## config.mk

```make
export PLATFORM = sky130hd
export DESIGN_NAME = button_counter_seven_segment_scan_unit
export DESIGN_NICKNAME = d
export VERILOG_FILES = /design/src/sv/bcs_pkg.sv /design/src/sv/button_counter_seven_segment_scan_unit.sv /design/src/sv/bcs_decade_cell.sv /design/src/sv/bcs_button_ctrl.sv /design/src/sv/bcs_scan.sv
export SDC_FILE = /design/constraint.sdc
export NUM_CORES = 1
export LEC_CHECK = 0
export ABC_AREA = 1
export BUFFER_PORTS_ARGS = -buffer_cell sky130_fd_sc_hd__buf_2
export CELL_PAD_IN_SITES_DETAIL_PLACEMENT = 1
export CELL_PAD_IN_SITES_GLOBAL_PLACEMENT = 2
export CORE_MARGIN = 2
export CORE_UTILIZATION = 32
export CTS_CLUSTER_DIAMETER = 80
export DETAILED_ROUTE_END_ITERATION = 8
export PLACE_DENSITY_LB_ADDON = 0.05
export SYNTH_ARGS = -nofsm -noshare
export SYNTH_HDL_FRONTEND = slang
export SYNTH_SLANG_ARGS = --single-unit
```

## constraint.sdc

```tcl
create_clock -name clock -period 2.4 [get_ports clock]
set_input_delay 0.36 -clock clock [delete_from_list [all_inputs] [get_ports clock]]
set_output_delay 0.36 -clock clock [all_outputs]
set_load 0.005 [all_outputs]
```

## src/sv/bcs_pkg.sv

```systemverilog
// shared types, constants and the digit pattern table for the press counter display
// no dependencies
`default_nettype none

package bcs_pkg;

   localparam int DIGIT_COUNT_DEFAULT = 4;
   localparam int TIMER_WIDTH_DEFAULT = 16;

   localparam int TICK_WIDTH  = 16;
   localparam int TOTAL_WIDTH = 14;
   localparam int SEG_WIDTH   = 8;
   localparam int EN_WIDTH    = 4;
   localparam int CSR_IDX_WIDTH = 2;

   localparam logic [TICK_WIDTH-1:0] DIGIT_TICKS_RESET    = 16'd2;
   localparam logic [TICK_WIDTH-1:0] SAMPLE_TICKS_RESET   = 16'd20;
   localparam logic [TICK_WIDTH-1:0] DEBOUNCE_TICKS_RESET = 16'd10;

   localparam logic [3:0] DIGIT_MAX = 4'd9;

   typedef enum logic [CSR_IDX_WIDTH-1:0] {
      CSR_DIGIT_TICKS    = 2'd0,
      CSR_SAMPLE_TICKS   = 2'd1,
      CSR_DEBOUNCE_TICKS = 2'd2
   } csr_index_type;

   // what the button path decided this tick
   typedef struct packed {
      logic bump;
      logic led_level;
   } btn_status_type;

   // count range for a given number of decades, elaboration only
   function automatic int pow10(input int n);
      int acc;
      acc = 1;
      for (int i = 0; i < n; i++) begin
         acc = acc * 10;
      end
      return acc;
   endfunction

   // segment pattern, bit0 A through bit6 G, point off
   function automatic logic [SEG_WIDTH-1:0] glyph(input logic [3:0] digit);
      logic [SEG_WIDTH-1:0] pat;
      unique case (digit)
         4'd0:    pat = 8'b0011_1111;
         4'd1:    pat = 8'b0000_0110;
         4'd2:    pat = 8'b0101_1011;
         4'd3:    pat = 8'b0100_1111;
         4'd4:    pat = 8'b0110_0110;
         4'd5:    pat = 8'b0110_1101;
         4'd6:    pat = 8'b0111_1101;
         4'd7:    pat = 8'b0000_0111;
         4'd8:    pat = 8'b0111_1111;
         4'd9:    pat = 8'b0110_1111;
         default: pat = 8'b0000_0000;
      endcase
      return pat & 8'h7F;
   endfunction

endpackage

`default_nettype wire

```

## src/sv/button_counter_seven_segment_scan_unit.sv

```systemverilog
// latency: each tick transaction's result is registered and shown the cycle after acceptance
// throughput: one tick per cycle while results are taken; the decade chain, countdowns and glyph
//   lookup are all combinational, and a new tick goes in at the edge where the held result is taken
// reset: synchronous, clears counts, countdowns and scan position, restores tick registers
// top level of the four-digit multiplexed press counter display
// uses bcs_pkg, bcs_decade_cell, bcs_button_ctrl, bcs_scan
`default_nettype none

module button_counter_seven_segment_scan_unit
   import bcs_pkg::*;
#(
   parameter int DIGIT_COUNT = DIGIT_COUNT_DEFAULT,
   parameter int TIMER_WIDTH = TIMER_WIDTH_DEFAULT
) (
   input  wire logic                     clock,
   input  wire logic                     reset,
   // tick transactions
   input  wire logic                     req_valid,
   output logic                          req_ready,
   input  wire logic                     req_button_level,
   // results
   output logic                          rsp_valid,
   input  wire logic                     rsp_ready,
   output logic [SEG_WIDTH-1:0]          rsp_segment_lines,
   output logic [EN_WIDTH-1:0]           rsp_digit_enables,
   output logic                          rsp_led_level,
   output logic [TOTAL_WIDTH-1:0]        rsp_press_total,
   // register writes
   input  wire logic                     csr_valid,
   output logic                          csr_ready,
   input  wire logic [CSR_IDX_WIDTH-1:0] csr_index,
   input  wire logic [TICK_WIDTH-1:0]    csr_wdata
);

   localparam int POS_WIDTH   = (DIGIT_COUNT > 1) ? $clog2(DIGIT_COUNT) : 1;
   localparam int COUNT_LIMIT = pow10(DIGIT_COUNT);
   localparam int COUNT_WIDTH = $clog2(COUNT_LIMIT);

   // tick registers
   logic [TICK_WIDTH-1:0] digit_ticks_ff, sample_ticks_ff, debounce_ticks_ff;

   // result register
   logic                   rsp_valid_ff;
   logic [SEG_WIDTH-1:0]   seg_ff;
   logic [EN_WIDTH-1:0]    en_ff;
   logic                   led_ff;
   logic [TOTAL_WIDTH-1:0] total_ff;

   // binary mirror of the decade chain, wraps with the top decade's carry
   logic [COUNT_WIDTH-1:0] count_ff, count_in;

   logic                   accept;
   btn_status_type         btn;
   logic [POS_WIDTH-1:0]   scan_pos;
   logic [DIGIT_COUNT:0]   carry;
   logic [3:0]             digit_next [DIGIT_COUNT];
   logic [3:0]             shown_digit;
   logic [EN_WIDTH-1:0]    en_in;

   // a new tick goes in whenever the result slot is free or being drained
   assign req_ready = !rsp_valid_ff || rsp_ready;
   assign accept    = req_valid && req_ready;
   assign csr_ready = 1'b1;

   always_ff @(posedge clock) begin
      if (reset) begin
         digit_ticks_ff    <= DIGIT_TICKS_RESET;
         sample_ticks_ff   <= SAMPLE_TICKS_RESET;
         debounce_ticks_ff <= DEBOUNCE_TICKS_RESET;
      end else if (csr_valid && csr_ready) begin
         unique case (csr_index_type'(csr_index))
            CSR_DIGIT_TICKS:    digit_ticks_ff    <= csr_wdata;
            CSR_SAMPLE_TICKS:   sample_ticks_ff   <= csr_wdata;
            CSR_DEBOUNCE_TICKS: debounce_ticks_ff <= csr_wdata;
            default: ; // unknown index, write dropped
         endcase
      end
   end

   // button sampling and debounce
   bcs_button_ctrl #(
      .TIMER_WIDTH(TIMER_WIDTH)
   ) u_button (
      .clock          (clock),
      .reset          (reset),
      .step           (accept),
      .level          (req_button_level),
      .sample_ticks   (sample_ticks_ff),
      .debounce_ticks (debounce_ticks_ff),
      .status         (btn)
   );

   // decade chain: units sit at the highest index, carry ripples toward the thousands
   assign carry[DIGIT_COUNT] = btn.bump;

   for (genvar g = 0; g < DIGIT_COUNT; g++) begin : g_decade
      bcs_decade_cell u_cell (
         .clock      (clock),
         .reset      (reset),
         .step       (accept),
         .carry_in   (carry[g+1]),
         .carry_out  (carry[g]),
         .digit_next (digit_next[g])
      );
   end

   always_comb begin
      count_in = count_ff;
      if (carry[0]) begin
         count_in = '0;
      end else if (btn.bump) begin
         count_in = count_ff + COUNT_WIDTH'(1);
      end
   end

   always_ff @(posedge clock) begin
      if (reset) begin
         count_ff <= '0;
      end else if (accept) begin
         count_ff <= count_in;
      end
   end

   // digit scan
   bcs_scan #(
      .DIGIT_COUNT (DIGIT_COUNT),
      .TIMER_WIDTH (TIMER_WIDTH),
      .POS_WIDTH   (POS_WIDTH)
   ) u_scan (
      .clock       (clock),
      .reset       (reset),
      .step        (accept),
      .digit_ticks (digit_ticks_ff),
      .scan_pos    (scan_pos)
   );

   // the display shows the count after this tick's press
   assign shown_digit = digit_next[scan_pos];

   // active low enables, positions past the fourth leave all dark
   always_comb begin
      for (int k = 0; k < EN_WIDTH; k++) begin
         en_in[k] = !((k < DIGIT_COUNT) && (32'(scan_pos) == k));
      end
   end

   always_ff @(posedge clock) begin
      if (reset) begin
         rsp_valid_ff <= 1'b0;
      end else if (accept) begin
         rsp_valid_ff <= 1'b1;
      end else if (rsp_ready) begin
         rsp_valid_ff <= 1'b0;
      end
   end

   always_ff @(posedge clock) begin
      if (accept) begin
         seg_ff   <= glyph(shown_digit);
         en_ff    <= en_in;
         led_ff   <= btn.led_level;
         total_ff <= TOTAL_WIDTH'(count_in);
      end
   end

   assign rsp_valid         = rsp_valid_ff;
   assign rsp_segment_lines = seg_ff;
   assign rsp_digit_enables = en_ff;
   assign rsp_led_level     = led_ff;
   assign rsp_press_total   = total_ff;

`ifndef SYNTHESIS
   // at most one digit lit at a time
   a_one_digit: assert property (@(posedge clock) disable iff (reset)
      rsp_valid_ff |-> ($countones(~rsp_digit_enables) <= 1))
      else $error("more than one digit enable active");

   // decimal point never driven
   a_point_off: assert property (@(posedge clock) disable iff (reset)
      rsp_valid_ff |-> (rsp_segment_lines[SEG_WIDTH-1] == 1'b0))
      else $error("decimal point lit");

   // a press only counts when the confirming look sees the button low
   a_bump_low: assert property (@(posedge clock) disable iff (reset)
      (accept && btn.bump) |-> !req_button_level)
      else $error("press counted with button released");

   // a counted press always moves the count
   a_count_moves: assert property (@(posedge clock) disable iff (reset)
      (accept && btn.bump) |=> (count_ff != $past(count_ff)))
      else $error("press count did not change");
`endif

endmodule

`default_nettype wire

```

## src/sv/bcs_decade_cell.sv

```systemverilog
// one decimal digit of the press count, takes a carry and hands one to the next decade
// uses bcs_pkg
`default_nettype none

module bcs_decade_cell
   import bcs_pkg::*;
(
   input  wire logic       clock,
   input  wire logic       reset,
   input  wire logic       step,
   input  wire logic       carry_in,
   output logic            carry_out,
   output logic [3:0]      digit_next
);

   logic [3:0] digit_ff;
   logic [3:0] digit_in;

   always_comb begin
      digit_in  = digit_ff;
      carry_out = 1'b0;
      if (carry_in) begin
         if (digit_ff >= DIGIT_MAX) begin
            digit_in  = 4'd0;
            carry_out = 1'b1;
         end else begin
            digit_in = digit_ff + 4'd1;
         end
      end
   end

   assign digit_next = digit_in;

   always_ff @(posedge clock) begin
      if (reset) begin
         digit_ff <= 4'd0;
      end else if (step) begin
         digit_ff <= digit_in;
      end
   end

endmodule

`default_nettype wire

```

## src/sv/bcs_button_ctrl.sv

```systemverilog
// button sampling and debounce: periodic sample, falling-edge confirm, led hold
// uses bcs_pkg
`default_nettype none

module bcs_button_ctrl
   import bcs_pkg::*;
#(
   parameter int TIMER_WIDTH = TIMER_WIDTH_DEFAULT
) (
   input  wire logic                  clock,
   input  wire logic                  reset,
   input  wire logic                  step,
   input  wire logic                  level,
   input  wire logic [TICK_WIDTH-1:0] sample_ticks,
   input  wire logic [TICK_WIDTH-1:0] debounce_ticks,
   output btn_status_type             status
);

   logic                   prev_level_ff, prev_level_in;
   logic                   pending_ff, pending_in;
   logic                   led_ff, led_in;
   logic [TIMER_WIDTH-1:0] sample_cnt_ff, sample_cnt_in;
   logic [TIMER_WIDTH-1:0] confirm_cnt_ff, confirm_cnt_in;
   logic [TIMER_WIDTH-1:0] sample_load, confirm_load;
   logic                   bump;

   // zero acts as one, so the load is the tick count minus one
   assign sample_load  = (sample_ticks == '0) ? '0
                         : TIMER_WIDTH'(sample_ticks - 16'd1);
   assign confirm_load = (debounce_ticks == '0) ? '0
                         : TIMER_WIDTH'(debounce_ticks - 16'd1);

   always_comb begin
      prev_level_in  = prev_level_ff;
      pending_in     = pending_ff;
      led_in         = led_ff;
      sample_cnt_in  = sample_cnt_ff;
      confirm_cnt_in = confirm_cnt_ff;
      bump           = 1'b0;
      priority if (pending_ff) begin
         if (confirm_cnt_ff != '0) begin
            confirm_cnt_in = confirm_cnt_ff - TIMER_WIDTH'(1);
         end else begin
            bump          = !level;
            pending_in    = 1'b0;
            sample_cnt_in = sample_load;
         end
      end else if (sample_cnt_ff != '0) begin
         sample_cnt_in = sample_cnt_ff - TIMER_WIDTH'(1);
      end else begin
         if (!level && prev_level_ff) begin
            pending_in     = 1'b1;
            confirm_cnt_in = confirm_load;
         end else begin
            sample_cnt_in = sample_load;
         end
         led_in        = level;
         prev_level_in = level;
      end
   end

   assign status.bump      = bump;
   assign status.led_level = led_in;

   always_ff @(posedge clock) begin
      if (reset) begin
         prev_level_ff  <= 1'b1;
         pending_ff     <= 1'b0;
         led_ff         <= 1'b0;
         sample_cnt_ff  <= '0;
         confirm_cnt_ff <= '0;
      end else if (step) begin
         prev_level_ff  <= prev_level_in;
         pending_ff     <= pending_in;
         led_ff         <= led_in;
         sample_cnt_ff  <= sample_cnt_in;
         confirm_cnt_ff <= confirm_cnt_in;
      end
   end

endmodule

`default_nettype wire

```

## src/sv/bcs_scan.sv

```systemverilog
// digit scan sequencer: dwell countdown and position, most significant digit first
// uses bcs_pkg
`default_nettype none

module bcs_scan
   import bcs_pkg::*;
#(
   parameter int DIGIT_COUNT = DIGIT_COUNT_DEFAULT,
   parameter int TIMER_WIDTH = TIMER_WIDTH_DEFAULT,
   parameter int POS_WIDTH   = (DIGIT_COUNT > 1) ? $clog2(DIGIT_COUNT) : 1
) (
   input  wire logic                  clock,
   input  wire logic                  reset,
   input  wire logic                  step,
   input  wire logic [TICK_WIDTH-1:0] digit_ticks,
   output logic [POS_WIDTH-1:0]       scan_pos
);

   logic [TIMER_WIDTH-1:0] cnt_ff, cnt_in;
   logic [TIMER_WIDTH-1:0] reload_raw, reload, cur;
   logic [POS_WIDTH-1:0]   pos_ff, pos_in;

   assign reload_raw = (digit_ticks == '0) ? TIMER_WIDTH'(1) : TIMER_WIDTH'(digit_ticks);
   // a value that truncates to zero still dwells one tick
   assign reload     = (reload_raw == '0) ? TIMER_WIDTH'(1) : reload_raw;
   assign cur        = (cnt_ff == '0) ? reload : cnt_ff;

   always_comb begin
      cnt_in = cur - TIMER_WIDTH'(1);
      pos_in = pos_ff;
      if (cur == TIMER_WIDTH'(1)) begin
         if (pos_ff == POS_WIDTH'(DIGIT_COUNT - 1)) begin
            pos_in = '0;
         end else begin
            pos_in = pos_ff + POS_WIDTH'(1);
         end
      end
   end

   assign scan_pos = pos_ff;

   always_ff @(posedge clock) begin
      if (reset) begin
         cnt_ff <= '0;
         pos_ff <= '0;
      end else if (step) begin
         cnt_ff <= cnt_in;
         pos_ff <= pos_in;
      end
   end

endmodule

`default_nettype wire
```

==> flow_summary.yaml, run 1 <==
synth:
  yosysWarnings: 0
  synth_top_area_cell: "dfxtp_1"
  yosysTopAreaCellShare_pct: 29.2
  synth-edff-count: 26
  ys_ff_latch: 158
  yosys.area_share.simple_pct: 24.7
  synthCells: 1256
  syn_area_um2: 9060
  syn_nets: 1311
  synth_top_flop_cell: "dfxtp_1"
  ys_seq_area_share_pct: 37.8
  synth_area_leaders: "dfxtp_1 29%, edfxtp_1 8.6%, nand2_1 8.5%"
  syn_avg_cell_area_um2: 7.22
  synthMuxAreaShare_pct: 0
  synth_top_family_by_area: "simple AND/OR/NAND/NOR gates"
  ys_types: 49
  synth_async_sr_flop_share_pct: 0
  synthAdderAreaFrac_pct: 4.28
  synth_compound_area_share_pct: 18.5
  synth_xor_area_share_pct: 4.83
setup_path:
  r2r_start: "u_button.confirm_cnt_ff[0]"
  path_max_fanout: 5
  arrival_ps: 2690
  slowest_delay_ps: 330
  cpMostUsedCell: "nand2_1"
  path_cells: "inv_2, ha_4, nand3_1, nor2_4, nand3_4, nor2_4, nand2_1, clkinv_1, o21ai_0, o21ai_1, a21oi_1, nand2_2, nand2_4, ha_4, inv_2, nand2_2, nand2_1, nand2_1, nand2_1"
  critPathSlowestCell: "dfxtp_2"
  end_kind: "flop"
  cp.required_ps: 2600
  path_buf_inv: 3
  critPathKind: "reg -> reg"
  cp_top_family: "simple AND/OR/NAND/NOR gates"
  crit_path_start: "u_button.confirm_cnt_ff[0]"
  cp-start-kind: "flop"
sta:
  rsz0062_at_grt: "true"
  max_slew_margin_pct: 51.1
  fin_crit_sh_pct: 104
  worstMarginPinSlew_ps: 733
  slew_viol_final: 0
  max_freq_mhz: 401
  fin_skew_ps: 8.69
  worst_slack_ps: -91.6
  hold_viol: 0
  setup_viol: 5
  final.min_clock_period_ps: 2490
placed_design:
  gp_congestion: 0.768
  placedCellCount: 1754
  dpl.hpwl_um: 20900
  portBuffers: 51
  place_ws_ps: -150
power_and_ir_drop:
  p_per_area_nw_per_um2: 900
  irDropWorstVdd_v: 0.000523
  p_leak_nw: 5.28
  power_w: 0.0105
global_route:
  grt_pass1_wl_um: 46900
  grt_pass1_vias: 9075
  grt-ovfl-total: 0
  grt_max_degree: 102
  grtUsageTotal_pct: 20.4
  antenna_found_initial: 0
routing:
  wire_per_inst_um: 15.7
  wirelength_um: 28700
  drt-pass1-iter-count: 4
  ant_nets: 0
  vias_per_cell: 4.79
  drtIter0Drc: 369
  drc: 0
  vias: 8738
layout:
  layout_commonest_cell: "nand2_1"
  drive_gt1_share_pct: 25.1
  fillCellCount: 3527
  stdcell_count: 1824
  final_cell_mix: "191 x nand2_1, 161 x inv_1, 140 x buf_4, 128 x dfxtp_1, 122 x a21oi_1"
  finalNetCount: 1488
  antenna_cells: 0
  area_delta_synth_final_pct: 28.7
hold_path:
  hold_start: "csr_wdata[3]"
  hp-class: "in -> reg"
floorplanning:
  core_um2: 27900
  rows: 61
  dieArea_um2: 29700
  die-height_um: 172
  io_pins: 54
  start_util_pct: 32.5
  die_x_um: 172
run_status:
  failed_checks: "negative setup slack"
  outcome: "finished, violations left"
clock_tree:
  numCtsBuffers: 17
  cts_tree: "built"
  clk_latency_ps: 440
  htreeDepth: 4
  cts_buffer_depth: 2
  cts.sinks: 158
  clk_pin_slew_worst_paths_ps: 70
  ctsHoldBuffers: 0
  root_buffer: "clkbuf_16"
job:
  max_cap_viol_count: 0
## power breakdown
part | switching, W | leakage, nW | internal, W | total [W]
registers | 0.000238 | 1.33 | 0.00304 | 0.00327
clock network | 0.00126 | 0.284 | 0.00146 | 0.00272
logic | 0.00260 | 3.66 | 0.00190 | 0.00450
total | 0.00410 | 5.28 | 0.00640 | 0.0105
## state kept, by name, summed over array words and instances, names as in the netlist, 14 cells and up
| name | flops |
|---|---|
| digit_ticks_ff | 16 |
| g_decade.u_cell.digit_ff | 16 |
| sample_ticks_ff | 16 |
| u_button.confirm_cnt_ff | 16 |
| rsp_press_total | 14 |
| u_button.sample_cnt_ff | 16 |
| count_ff | 14 |
| debounce_ticks_ff | 16 |
| u_scan.cnt_ff | 16 |
## layer usage
layer / share of wire [%] / vias to the layer above / GRT usage (%)
met2: 48 / 59 / 35.4
met5: 0 / - / 0
li1: - / 4488 / -
met3: 1.8 / 15 / 3.14
met4: 0.83 / 0 / 4.71
met1: 49 / 4176 / 26.6
## repair_timing
action	in CTS	in global routing
pin swaps	27	38
resized for setup	41	57
gates cloned	0	0
setup endpoints to repair	10	33
buffers inserted	29	10
## layout make-up
type / instances / area, um^2 / area share, %
clock buffers: 17 / 425 / 3.65
clock inverters: 15 / 148 / 1.27
inverters: 189 / 723 / 6.20
well taps: 378 / 473 / 4.06
repair buffers: 201 / 1450 / 12.4
flip-flops and latches: 158 / 3430 / 29.4
multi-input cells: 866 / 5020 / 43.0
## cell usage after synthesis, types with 3 or more instances
cell type,count
a21oi_1,122
nand3_2,5
o211ai_1,11
xnor2_1,14
nor4_1,6
nand4_1,22
a211oi_1,8
edfxtp_1,26
ha_1,31
dfxtp_1,132
o31ai_1,3
xor2_1,36
inv_1,172
nand3_1,74
o21ai_1,9
nand3b_1,4
o21ai_0,130
nor3_2,3
nand3_4,4
clkinv_1,4
nand2_1,205
inv_2,11
nand2_4,3
clkbuf_1,35
nand2_2,7
o22ai_1,7
nor2_4,11
a31oi_1,5
nor2_1,107
nor2_2,10
buf_2,4
nor3_1,12
## stage by stage
step / area (um^2) / hold slack [ps] / util [%] / TNS, ps
3_5_place_dp: 10500 / 455 / 37.7 / -739
4_1_cts: 11400 / 152 / 41.0 / -118
2_1_floorplan: 9060 / 429 / - / 0
6_report: 11700 / 181 / 41.9 / -165
5_1_grt: 11700 / 185 / 41.9 / -1570
3_3_place_gp: 10500 / 446 / 37.7 / -342
## worst reg2reg max path, stage by stage, from the launching register on
cell and delay, ps:
dfxtp_2 330, inv_2 80, ha_4 160, nand3_1 120
nor2_4 170, nand3_4 110, nor2_4 170, nand2_1 100
clkinv_1 70, o21ai_0 70, o21ai_1 110, a21oi_1 100
nand2_2 90, nand2_4 70, ha_4 270, inv_2 30
nand2_2 60, nand2_1 40, nand2_1 50, nand2_1 40
## final timing paths
kind                                                to  slack (ps)  depth (start not counted)
worst max-delay path              rsp_segment_lines[3]         -90                         19
worst min-delay path              debounce_ticks_ff[3]         180                          3
worst max register to register    rsp_segment_lines[3]         -90                         19
worst min register to register  u_button.prev_level_ff         470                          2
## cell families (layout without fill, tap and decap cells)
kind of cell,count (synthesis),in the layout
buf+inv,232,422
flops,158,158
xor+xnor,50,50
other cells,2,2
compound gates,308,308
simple gates,475,475
fa+ha+maj,31,31
No activity file was read; power rests on OpenSTA's default activity.
==> inputs of run 2 (changes only) <==
==> constraint.sdc (replaced) <==
create_clock -name clock -period 2.4 [get_ports clock]
set_input_delay 0.12 -clock clock [delete_from_list [all_inputs] [get_ports clock]]
set_output_delay 0.12 -clock clock [all_outputs]
set_load 0.005 [all_outputs]
==> run 2 against run 1 <==
Effect of this change:
- the run still ends with negative setup slack left
- largest power group unchanged
- clock power up 3%
- first-iteration DRC count unchanged
- fmax rose by 1.1%
- core utilization is 0.14 points higher
- total power rose by 0.10%
- worst hold slack got worse by 140 ps
- sequential share of layout area decreased by 0.055 points
- critical path depth is 2 lower
- global-route usage is essentially flat
- register-to-register slack improved by 30 ps
==> flow_summary.yaml, run 2 (synthesized netlist as in run 1, its figures left out) <==
setup_path:
  r2r_start: "u_button.confirm_cnt_ff[5]"
  r2r_cells: 17
  cp.required_ps: 2610
  regToRegEndpoint: "rsp_segment_lines[3]"
  r2r_slack_ps: -70
  path_max_fanout: 4
  arrival_ps: 2670
  cp-start-kind: "flop"
  critPathKind: "reg -> reg"
  end_kind: "flop"
sta:
  worst_slack_ps: -65.4
  slew_viol_final: 0
  holdWs_ps: 41.5
  max_slew_margin_pct: 51.9
  setup_viol: 7
  fin_crit_sh_pct: 103
  worstMarginPinSlew_ps: 720
  fin_skew_ps: 14.1
  final.min_clock_period_ps: 2470
  max_freq_mhz: 406
  hold_viol: 0
  rsz0062_at_grt: "true"
clock_tree:
  cts_buffer_depth: 2
  cts.sinks: 158
  root_buffer: "clkbuf_16"
  clk_latency_ps: 450
  cts_tree: "built"
  clk_pin_slew_worst_paths_ps: 70
  numCtsBuffers: 17
  htreeDepth: 4
layout:
  final-seq-area_um2: 3430
  fillCellCount: 3503
  finalNetCount: 1490
  drive_gt1_share_pct: 25.0
  multi_input_area_um2: 5030
  antenna_cells: 0
  final_core_util_pct: 42.0
  final_cell_mix: "191 x nand2_1, 158 x inv_1, 137 x buf_4, 124 x dfxtp_1, 122 x a21oi_1"
  area_delta_synth_final_pct: 29.1
  layout_commonest_cell: "nand2_1"
routing:
  drt-pass1-iter-count: 4
  wire_per_inst_um: 16.0
  vias: 8744
  drc: 0
  wirelength_um: 29200
  ant_nets: 0
  vias_per_cell: 4.79
  drtIter0Drc: 369
run_status:
  failed_checks: "negative setup slack"
  outcome: "finished, violations left"
global_route:
  grtUsageTotal_pct: 20.4
  grt_max_degree: 102
  grt_pass1_wl_um: 47000
  antenna_found_initial: 0
  grt_pass1_vias: 9098
  grt-ovfl-total: 0
hold_path:
  hp-class: "in -> reg"
  hold_end: "sample_ticks_ff[0]"
  hold_start: "csr_wdata[0]"
  min_path_cells: 3
job:
  max_cap_viol_count: 0
floorplanning:
  dieArea_um2: 29700
  io_pins: 54
  start_util_pct: 32.5
  die-height_um: 172
  rows: 61
  die_x_um: 172
  core_um2: 27900
power_and_ir_drop:
  irDropWorstVdd_v: 0.000582
  p_per_area_nw_per_um2: 898
  p_leak_nw: 5.30
placed_design:
  dpl.hpwl_um: 20600
  gp_congestion: 0.768
  portBuffers: 51
## run 2: cell types whose count changed in the layout (fill, tap and decap cells not counted), sizes merged
| cell | delta |
|---|---|
| buf | -7 |
| clkbuf | +1 |
| clkinv | -3 |
| clkinvlp | +1 |
| dlygate4sd3 | +9 |
| inv | +1 |
## run 2: how the worst max path moves through the flow
stage / depth (start not counted) / to / slack (ps) / start
5_1_grt: 19 / rsp_segment_lines[3] / -300 / u_button.confirm_cnt_ff[0]
6_report: 17 / rsp_segment_lines[3] / -70 / u_button.confirm_cnt_ff[5]
2_1_floorplan: 19 / rsp_segment_lines[3] / 8 / u_button.confirm_cnt_ff[0]
3_5_place_dp: 19 / rsp_segment_lines[5] / -200 / g_decade[3].u_cell.digit_ff[1]
4_1_cts: 19 / rsp_segment_lines[3] / -50 / u_button.confirm_cnt_ff[1]
3_3_place_gp: 19 / rsp_segment_lines[3] / -90 / u_button.confirm_cnt_ff[0]
## run 2: timing repair
action,CTS,global route
hold endpoints to repair,13,0
buffers inserted,17,15
hold buffers,9,0
pin swaps,15,41
endpoints found under the setup margin,9,37
resized for setup,29,74
## run 2: worst max-delay path, cell delays in order, from the launching register on
cell	delay (ps)
dfxtp_2	340
nor2_4	190
nand2_4	90
buf_4	150
nor2_4	140
nand4_1	180
nor2_2	190
nand3_2	130
nand3_2	100
nand3_2	90
nand2_4	100
inv_4	60
ha_4	250
inv_2	30
nand2_2	50
nand2_1	50
nand2_1	50
nand2_1	40
## run 2: power breakdown
group | switching (W) | internal (W)
Clock | 0.00129 | 0.00150
Combinational | 0.00261 | 0.00183
Sequential | 0.000241 | 0.00304
Total | 0.00414 | 0.00637
## run 2: cell type report
| class | instances | area share, % |
|---|---|---|
| Clock inverter | 14 | 1.24 |
| Timing Repair Buffer | 203 | 12.5 |
| Multi-Input combinational cell | 866 | 43.0 |
| Sequential cell | 158 | 29.3 |
| Inverter | 189 | 6.19 |
| Tap cell | 378 | 4.04 |
| Clock buffer | 18 | 3.75 |
## run 2: routing by layer
layer,wire (um),vias up,track usage [%]
met5,0,-,0
met4,320,0,4.93
met3,612,16,3.30
met2,14100,69,35.6
met1,14200,4167,26.2
li1,-,4492,-
## run 2: through the flow
| stage | power [W] | cell area, um^2 | setup WS, ps | std cells | setup TNS, ps |
|---|---|---|---|---|---|
| 6_report | 0.0105 | 11700 | -65.4 | 1826 | -214 |
| 5_1_grt | 0.0113 | 11700 | -302 | 1826 | -2140 |
| 4_1_cts | 0.0102 | 11300 | -45.2 | 1811 | -126 |
| 3_5_place_dp | 0.00721 | 10500 | -197 | 1753 | -952 |
| 3_3_place_gp | 0.00718 | 10500 | -86.5 | 1753 | -316 |
| 2_1_floorplan | 0.00586 | 9060 | 7.85 | 1256 | 0 |
==> inputs of run 3 (changes only) <==
==> constraint.sdc (replaced) <==
create_clock -name clock -period 2.1 [get_ports clock]
set_input_delay 0.105 -clock clock [delete_from_list [all_inputs] [get_ports clock]]
set_output_delay 0.105 -clock clock [all_outputs]
set_load 0.005 [all_outputs]
==> run 3 against run 2 <==
Effect of this change:
- the flow still finishes with violations (negative setup slack)
- clock power is 12% higher
- non-clock buffer count rose by 87
- wire length grew 7.2%
- flip-flop and latch count unchanged
- worst hold slack got worse by 22 ps
- critical path depth rose by 2
- register-to-register slack lost 250 ps
- fmax grew 2.2%
- cell count rose by 4.8%
- clock skew about the same
- first-iteration DRC count fell by 4.6%
- total power rose by 29%
- critical endpoint unchanged
- largest cell class unchanged
==> flow_summary.yaml, run 3 (synthesized netlist as in run 1, its figures left out) <==
sta:
  worst_slack_ps: -313
  worstMarginPinSlew_ps: 788
  fin_skew_ps: 14.3
  slew_viol_final: 0
  hold_viol: 0
  rsz0062_at_grt: "true"
  holdWs_ps: 19.9
  final.min_clock_period_ps: 2410
  max_freq_mhz: 414
  max_slew_margin_pct: 47.4
  fin_crit_sh_pct: 115
  setup_viol: 22
routing:
  drc: 0
  drtIter0Drc: 352
  drt-pass1-iter-count: 4
  vias: 9218
  wire_per_inst_um: 16.4
  ant_nets: 0
  vias_per_cell: 4.82
  wirelength_um: 31300
power_and_ir_drop:
  p_leak_nw: 5.91
  irDropWorstVdd_v: 0.000599
  power_w: 0.0136
  p_per_area_nw_per_um2: 1030
clock_tree:
  cts.sinks: 158
  clk_latency_ps: 450
  numCtsBuffers: 17
  root_buffer: "clkbuf_16"
  cts_tree: "built"
  htreeDepth: 4
  clk_pin_slew_worst_paths_ps: 70
  cts_buffer_depth: 2
layout:
  area_delta_synth_final_pct: 45.9
  layout_commonest_cell: "buf_4"
  final_core_util_pct: 47.5
  postLayoutCellArea_um2: 13200
  finalNetCount: 1577
  stdcell_count: 1913
  drive_gt1_share_pct: 38.5
  antenna_cells: 0
  final_cell_mix: "194 x buf_4, 161 x nand2_1, 136 x inv_1, 120 x dfxtp_1"
  fillCellCount: 3407
setup_path:
  cp.required_ps: 2300
  path_cells: "inv_2, ha_4, nand2_4, nor2_4, nand3_2, nor2_4, nand3_4, nor2_4, o21ai_1, o21ai_1, nand2_1, nand2_2, nand2_4, ha_4, inv_2, nand2_2, nand2_1, nand2_1, nand2_1"
  path_max_fanout: 4
  critPathKind: "reg -> reg"
  critPathSlowestCell: "dfxtp_2"
  end_kind: "flop"
  cpMostUsedCell: "nand2_1"
  slowest_delay_ps: 330
  arrival_ps: 2620
  cp-start-kind: "flop"
floorplanning:
  io_pins: 54
  die_x_um: 172
  rows: 61
  core_um2: 27900
  die-height_um: 172
  start_util_pct: 32.5
  dieArea_um2: 29700
run_status:
  outcome: "finished, violations left"
  failed_checks: "negative setup slack"
global_route:
  grt_max_degree: 98
  grt_pass1_wl_um: 49000
  grt-ovfl-total: 0
  antenna_found_initial: 0
  grtUsageTotal_pct: 21.3
  grt_pass1_vias: 9374
placed_design:
  portBuffers: 51
  dpl.hpwl_um: 22100
  gp_congestion: 0.807
  placed_area_um2: 11000
  placedCellCount: 1816
hold_path:
  hp-class: "in -> reg"
job:
  max_cap_viol_count: 0
==> run 3: cell count changes in the layout (fill, tap and decap cells not counted), moves of 19 or more <==
cell	delta
buf_6	+19
nor2_1	-23
a21oi_1	-19
nand2_1	-30
inv_1	-22
buf_4	+57
==> run 3: metrics by stage <==
step	TNS, ps	setup slack (ps)
3_5_place_dp	-5960	-350
4_1_cts	-2330	-289
2_1_floorplan	-810	-214
3_3_place_gp	-4780	-286
6_report	-2560	-313
5_1_grt	-9520	-517
==> run 3: path summary, 6_finish.rpt <==
kind | from | to | slack, ps | cells after the start
max | u_button.confirm_cnt_ff[1] | rsp_segment_lines[3] | -310 | 19
min | csr_wdata[5] | debounce_ticks_ff[5] | 20 | 3
max reg2reg | u_button.confirm_cnt_ff[1] | rsp_segment_lines[3] | -310 | 19
min reg2reg | u_button.led_ff | u_button.led_ff | 460 | 2
==> run 3: critical path, delay by kind of cell (launching register included) <==
family | cells | cell delay (ps)
DFF | 1 | 330
buffers and inverters | 2 | 110
AOI/OAI and AO/OA | 2 | 210
and+or+nand+nor | 13 | 1120
adders and majority gates | 2 | 440
==> run 3: repair_timing <==
action	in CTS	in global routing
setup buffers	28	34
gates cloned	1	3
hold buffers	10	0
hold endpoints to repair	15	0
endpoints found under the setup margin	55	75
resized for setup	67	251
pin swaps	33	85
==> run 3: cell type report <==
type                            instances  area [um^2]  area share [%]
Tap cell                              378          473            3.58
Clock buffer                           17          425            3.22
Timing Repair Buffer                  290         2330            17.6
Multi-Input combinational cell        866         5690            43.0
Inverter                              189          736            5.56
Clock inverter                         15          143            1.08
Sequential cell                       158         3440            26.0
==> run 3: report_power, final <==
group          switching (W)  leakage [nW]  internal [W]  total, W
combinational        0.00362          4.30       0.00308   0.00670
clock                0.00154         0.282       0.00159   0.00313
sequential          0.000292          1.33       0.00347   0.00376
total                0.00545          5.91       0.00815    0.0136
==> run 3: layer usage <==
layer	global-route usage [%]	up-vias	wire [um]
li1	-	4670	-
met1	27.7	4444	14600
met2	37.3	79	15600
met5	0	-	0
met3	2.88	25	700
met4	4.97	0	425
